==> src/rtl/nps_pkg.sv <==
// nearest point search: shared types and constants
// no dependencies

package nps_pkg;

   localparam int MaxPoints = 256;
   localparam int IdxW = $clog2(MaxPoints);
   localparam int CntW = IdxW + 1;

   localparam logic [1:0] FUNC_APPEND = 2'd0;
   localparam logic [1:0] FUNC_CLEAR  = 2'd1;
   localparam logic [1:0] FUNC_RADIUS = 2'd2;
   localparam logic [1:0] FUNC_PREC   = 2'd3;

   typedef struct packed {
      logic signed [15:0] x;
      logic signed [15:0] y;
      logic [14:0]        sx;
      logic [14:0]        sy;
   } point_type;

   // query travelling along the cell chain
   typedef struct packed {
      logic               vld;
      logic               mode_radius;
      logic signed [15:0] qx;
      logic signed [15:0] qy;
      logic               have;
      logic [33:0]        best;
      logic [IdxW-1:0]    best_i;
      logic [16:0]        best_ax;
      logic [16:0]        best_ay;
   } probe_type;

endpackage

==> src/rtl/nps_cell.sv <==
// nearest point search: one table cell, holds a point and compares a passing query
// depends on nps_pkg

module nps_cell
   import nps_pkg::*;
(
   input  logic             clock,
   input  logic             reset,
   input  logic [IdxW-1:0]  cell_idx,
   input  logic             wr_en,
   input  point_type        wr_pt,
   input  logic             occupied,
   input  probe_type        probe_in,
   output probe_type        probe_out
);

   point_type pt_ff;
   probe_type probe_ff, probe_in_c;
   logic [16:0] ax_ff, ay_ff;
   probe_type stage_ff;
   logic [14:0] r_ff;
   logic        occ_ff;
   logic signed [16:0] dx, dy;
   logic [16:0] ax, ay;
   logic [33:0] d2, r2;
   logic        qual;

   always_ff @(posedge clock) begin
      if (wr_en) pt_ff <= wr_pt;
   end

   // stage 1: offsets
   always_comb begin
      dx = 17'(pt_ff.x) - 17'(probe_in.qx);
      dy = 17'(pt_ff.y) - 17'(probe_in.qy);
      ax = dx[16] ? 17'(-dx) : 17'(dx);
      ay = dy[16] ? 17'(-dy) : 17'(dy);
   end

   always_ff @(posedge clock) begin
      if (reset) begin
         stage_ff.vld <= 1'b0;
      end else begin
         stage_ff.vld <= probe_in.vld;
      end
      stage_ff[$bits(probe_type)-2:0] <= probe_in[$bits(probe_type)-2:0];
      ax_ff  <= ax;
      ay_ff  <= ay;
      r_ff   <= (pt_ff.sx > pt_ff.sy) ? pt_ff.sx : pt_ff.sy;
      occ_ff <= occupied;
   end

   // stage 2: squared distance, qualify, keep best
   always_comb begin
      d2 = 34'(ax_ff * ax_ff) + 34'(ay_ff * ay_ff);
      r2 = 34'(r_ff * r_ff);
      qual = occ_ff && (!stage_ff.mode_radius || r2 >= d2);
      probe_in_c = stage_ff;
      if (qual && (!stage_ff.have || d2 < stage_ff.best)) begin
         probe_in_c.have    = 1'b1;
         probe_in_c.best    = d2;
         probe_in_c.best_i  = cell_idx;
         probe_in_c.best_ax = ax_ff;
         probe_in_c.best_ay = ay_ff;
      end
   end

   always_ff @(posedge clock) begin
      if (reset) begin
         probe_ff.vld <= 1'b0;
      end else begin
         probe_ff.vld <= probe_in_c.vld;
      end
      probe_ff[$bits(probe_type)-2:0] <= probe_in_c[$bits(probe_type)-2:0];
   end

   assign probe_out = probe_ff;

endmodule

==> config.mk <==
export PLATFORM = sky130hd
export DESIGN_NAME = nps_cell
export DESIGN_NICKNAME = d
export VERILOG_FILES = /design/src/rtl/nps_pkg.sv /design/src/rtl/nps_cell.sv
export SDC_FILE = /design/constraint.sdc
export NUM_CORES = 2
export LEC_CHECK = 0
export ABC_AREA = 1
export BUFFER_PORTS_ARGS = -buffer_cell sky130_fd_sc_hd__buf_2
export CAP_MARGIN = 20
export CORE_ASPECT_RATIO = 0.75
export CORE_MARGIN = 2
export CORE_UTILIZATION = 40
export DETAILED_ROUTE_END_ITERATION = 6
export PLACE_DENSITY = 0.57
export SETUP_SLACK_MARGIN = 0.15
export SLEW_MARGIN = 20
export SYNTH_ARGS = -nofsm -noshare
export SYNTH_HDL_FRONTEND = slang
export SYNTH_SLANG_ARGS = --single-unit
==> constraint.sdc <==
create_clock -name clock -period 11.8 [get_ports clock]
set_input_delay 2.36 -clock clock [delete_from_list [all_inputs] [get_ports clock]]
set_output_delay 2.36 -clock clock [all_outputs]
set_load 0.005 [all_outputs]
After elaboration in Yosys (flattened, before gate mapping)

Cells that the tools add are included.

Bits in registers: 334
Input bits: 185
Logic and storage cells: 49

$add $sub $neg: 5
Multiply operators: 3
Magnitude comparators: 3
Muxes and demuxes: 4
Reduce and logical (&&, ||, !) cells: 6

Operator list:

| operator                                         | number |
|---|---|
| 76-bit two-way mux                               | 1 |
| 17-bit by 17-bit multiplier with 34-bit output   | 2 |
| 34-bit adder                                     | 1 |
| 30-bit by 34-bit >= comparator with 1-bit output | 1 |
| 34-bit less-than comparator                      | 1 |
| 17-bit negator                                   | 2 |
| 16-bit by 16-bit subtractor with 17-bit output   | 2 |
| 16-bit two-way mux                               | 2 |
| 15-bit by 15-bit multiplier with 30-bit output   | 1 |
| 15-bit greater-than comparator                   | 1 |
| 15-bit two-way mux                               | 1 |
| 1-bit logical AND                                | 2 |
| 1-bit logical NOT                                | 2 |
| 1-bit logical OR                                 | 2 |

Longest topological paths before layout

Word-level depth: 7
Depth in mapped cells: 48
Gate-level depth less buffers: 44

Least setup slack after synthesis

No wires, ideal clock.

Path kind: flip-flop to flip-flop
From: register ax_ff[10]
To: register probe_ff, in the netlist probe_out[64]
Library setup time: 0.112 ns
Data arrival time: 8.128 ns
Required time: 11.688 ns
Path slack: 3.560 ns
Cell stages (with the launch flop): 45
Buffers on the path: 4
Period minus slack after synthesis: 8.240 ns
Path through: dfxtp_1 clkbuf_1 clkbuf_1 nand2_1 fa_1 inv_1 fa_1 fa_1 inv_1 fa_1 inv_1 fa_1 fa_1 fa_1 inv_1 fa_1 inv_1 ha_1 [... 9 more ...] ha_1 nand2_1 nor2_1 nand3_1 nor2_1 nand3_1 nand2_1 inv_1 nand3_1 nand2_1 nand2_1 nand2_1 a21oi_4 nand2_2 buf_4 buf_6 nand2_1 nand2_1

RTL lines:

| item                           | line           | source |
|---|---|---|
| start: declaration             | nps_cell.sv:19 | `logic [16:0] ax_ff, ay_ff;` |
| start signal: assignment       | nps_cell.sv:47 | `ax_ff <= ax;` |
| end signal: indexed assignment | nps_cell.sv:74 | `probe_ff[$bits(probe_type)-2:0] <= probe_in_c[$bits(probe_type)-2:0];` |
| end: declaration               | nps_cell.sv:18 | `probe_type probe_ff, probe_in_c;` |

==> flow_summary.json <==
{
  "status": "complete, no violations",
  "area_growth_pct": 11.3,
  "numClockSinks": 334,
  "maxCapViolCount": 0,
  "synthCells": 4221,
  "pin_count": 296,
  "vias_per_cell": 4.55,
  "end_kind": "register",
  "dr_total_vias": 26000,
  "synthMuxAreaShare_pct": 0,
  "finish.utilization_pct": 45.0,
  "row_count": 95,
  "synth_seq_area_share_pct": 20.1,
  "cts_buffers": 40,
  "insertion_delay_ns": 0.61,
  "die_y_um": 265,
  "final_antenna_net_count": 0,
  "mappedNetlistArea_um2": 36300,
  "grt_pass1_vias": 27500,
  "fmaxAchievable_mhz": 99.3,
  "routedWlPerCell_um": 15.3,
  "relSlewSlack_pct": 21.6,
  "cts-root-buf": "clkbuf_16",
  "post-route-drc-count": 0,
  "ys_async_sr_fraction_pct": 0,
  "wl_um": 87700,
  "globalRouteTotalUtil_pct": 19.8,
  "synthAdderAreaFrac_pct": 45.9,
  "cp_slowest_cell": "nor4_1",
  "hold_viol": 0,
  "synth_seq_cells": 334,
  "fin_setup_tns_ns": 0,
  "worstPathArrival_ns": 10.61,
  "cts_hold_buf": 0,
  "drive_gt1_share_pct": 9.02,
  "syn_avg_cell_area_um2": 8.60,
  "min_period_ns": 10.07,
  "grt_overflow": 0,
  "ctsResizeCount": 0,
  "synthesis.nets": 5386,
  "crit_family": "adder cells",
  "drt_iter0_drc": 1543,
  "design.die.area_um2": 93200,
  "worst_pin_slew_ns": 1.16,
  "synthFlopType": "dfxtp_1",
  "clkTransAtPathRegs_ns": 0.06,
  "synth_top_family_by_area": "adder cells",
  "crit_buf_inv": 12,
  "critical_path_class": "reg -> reg",
  "die-width_um": 352,
  "crit_path_frequent_cell": "inv_1",
  "numPortBuffers": 295,
  "cts.htree.levels": 2,
  "cp_slowest_stage_delay_ns": 0.89,
  "yosysWarningCount": 0,
  "synth_xor_area_share_pct": 2.92,
  "fin_skew_ns": 0.0468,
  "crit_required_ns": 12.34,
  "cts_tree": "built",
  "synth_edf_count": 62,
  "synth-simple-area-share_pct": 13.5,
  "finalSetupViolCount": 0,
  "grt_max_degree": 78,
  "place_hpwl_um": 74100,
  "drv_slew": 0,
  "worstPathMaxFanout": 76,
  "antenna_found_initial": 8,
  "startpoint_type": "register",
  "cts_buffer_depth": 3,
  "synth_compound_area_share_pct": 3.55,
  "cts_setup_buffers": 0,
  "hp-class": "reg -> reg",
  "firstDrtPassIters": 6,
  "final_nets": 5633,
  "min_period_over_period_pct": 85.3,
  "ys_types": 40,
  "place.gp.congestion": 0.872,
  "start_util_pct": 40.4,
  "grt_first_pass_wirelength_um": 145000,
  "rsz0062_at_grt": "false",
  "core-area_um2": 89700
}
==> flip-flops by register name (all words and copies together) (netlist names) <==
register / cells
pt_ff: 62
ay_ff: 17
r_ff: 15
stage_ff: 77
ax_ff: 17
probe_in_c: 34
probe_out: 111
occ_ff: 1
==> Yosys cell counts, types with 2 or more instances <==
| cell | count | area (um^2) |
|---|---|---|
| inv_1 | 1213 | 4550 |
| nand2_1 | 898 | 3370 |
| fa_1 | 585 | 11700 |
| ha_1 | 395 | 4940 |
| dfxtp_1 | 272 | 5450 |
| nand3_1 | 138 | 691 |
| a21oi_1 | 133 | 666 |
| nor2_1 | 122 | 458 |
| clkbuf_1 | 81 | 304 |
| xor2_1 | 79 | 692 |
| edfxtp_1 | 62 | 1860 |
| o21ai_0 | 44 | 220 |
| xnor2_1 | 42 | 368 |
| nor3_1 | 21 | 105 |
| nand4_1 | 16 | 100 |
| a21o_1 | 14 | 105 |
| buf_1 | 14 | 52.6 |
| or2_2 | 11 | 68.8 |
| buf_2 | 10 | 50.1 |
| o21bai_1 | 9 | 67.6 |
| a31oi_1 | 8 | 50.1 |
| nand3b_1 | 8 | 60.1 |
| buf_4 | 6 | 45.0 |
| o21a_1 | 6 | 45.0 |
| nor4_1 | 5 | 31.3 |
| buf_6 | 4 | 45.0 |
| o21ai_1 | 4 | 20.0 |
| a211oi_1 | 3 | 22.5 |
| a221oi_1 | 3 | 26.3 |
| inv_2 | 3 | 11.3 |
| nand2_2 | 2 | 12.5 |
| o2111ai_1 | 2 | 17.5 |
==> per-stage QoR <==
stage          std cells  instance area (um^2)  setup slack, ns  hold slack [ns]
3_3_place_gp        5638                 39000             1.90            0.310
2_1_floorplan       4221                 36300             3.56            0.310
3_5_place_dp        5638                 39000             1.79            0.312
6_report            5712                 40400             1.73            0.320
4_1_cts             5711                 40400             1.74            0.321
5_1_grt             5711                 40400            0.973            0.331
==> metal layers <==
| metal | vias to the layer above | global-route usage [%] | part of all wire [%] |
|---|---|---|---|
| met5 | - | 0 | 0.059 |
| met4 | 8 | 3.71 | 1.7 |
| met3 | 96 | 4.08 | 6.6 |
| met2 | 569 | 31.3 | 44 |
| met1 | 12500 | 28.1 | 47 |
| li1 | 12800 | - | - |
==> worst paths after layout <==
check	start	end	slack, ns	depth (start not counted)
max	ay_ff[9]$_DFF_P_	probe_out[37]$_DFF_P_	1.73	36
min	probe_in_c[103]$_DFF_P_	probe_out[103]$_DFF_P_	0.32	0
max reg2reg	ay_ff[9]$_DFF_P_	probe_out[37]$_DFF_P_	1.73	36
min reg2reg	probe_in_c[103]$_DFF_P_	probe_out[103]$_DFF_P_	0.32	0
==> placed cells by master (no fill, tap or decap), types with 6 or more instances in the layout <==
cell | Yosys | final
or2_2 | 11 | 11
nor2_1 | 122 | 122
nand4_1 | 16 | 16
o21a_1 | 6 | 6
a21oi_1 | 133 | 133
buf_2 | 10 | 295
clkbuf_16 | 0 | 41
o21ai_0 | 44 | 44
nand3b_1 | 8 | 8
dfxtp_1 | 272 | 271
inv_1 | 1213 | 1213
edfxtp_1 | 62 | 62
xnor2_1 | 42 | 42
a21o_1 | 14 | 14
nor3_1 | 21 | 21
fa_1 | 585 | 585
buf_4 | 6 | 25
nand2_1 | 898 | 897
a31oi_1 | 8 | 8
nand3_1 | 138 | 138
xor2_1 | 79 | 79
o21bai_1 | 9 | 9
ha_1 | 395 | 395
==> kinds of logic (layout without fill, tap and decap cells) <==
group | count (synthesis) | in the layout
buffers and inverters | 1332 | 1610
XOR/XNOR | 121 | 121
flip-flops | 334 | 334
AND/OR/NAND/NOR | 1223 | 1223
adder cells (fa/ha/maj) | 980 | 980
other | 0 | 1
AO/OA/AOI/OAI | 231 | 231
==> area by class of cell <==
cell class | instances | area (um^2)
Tap cell | 1212 | 1520
Multi-Input combinational cell | 2555 | 23900
Clock buffer | 50 | 1100
Antenna cell | 1 | 2.50
Inverter | 1217 | 4570
Sequential cell | 334 | 7310
Fill cell | 8918 | 49400
Clock inverter | 23 | 290
Timing Repair Buffer | 320 | 1660
Power is left out: the tool's default activity adds up to more than one toggle a clock period on the data nets, which glitch-free logic cannot reach.
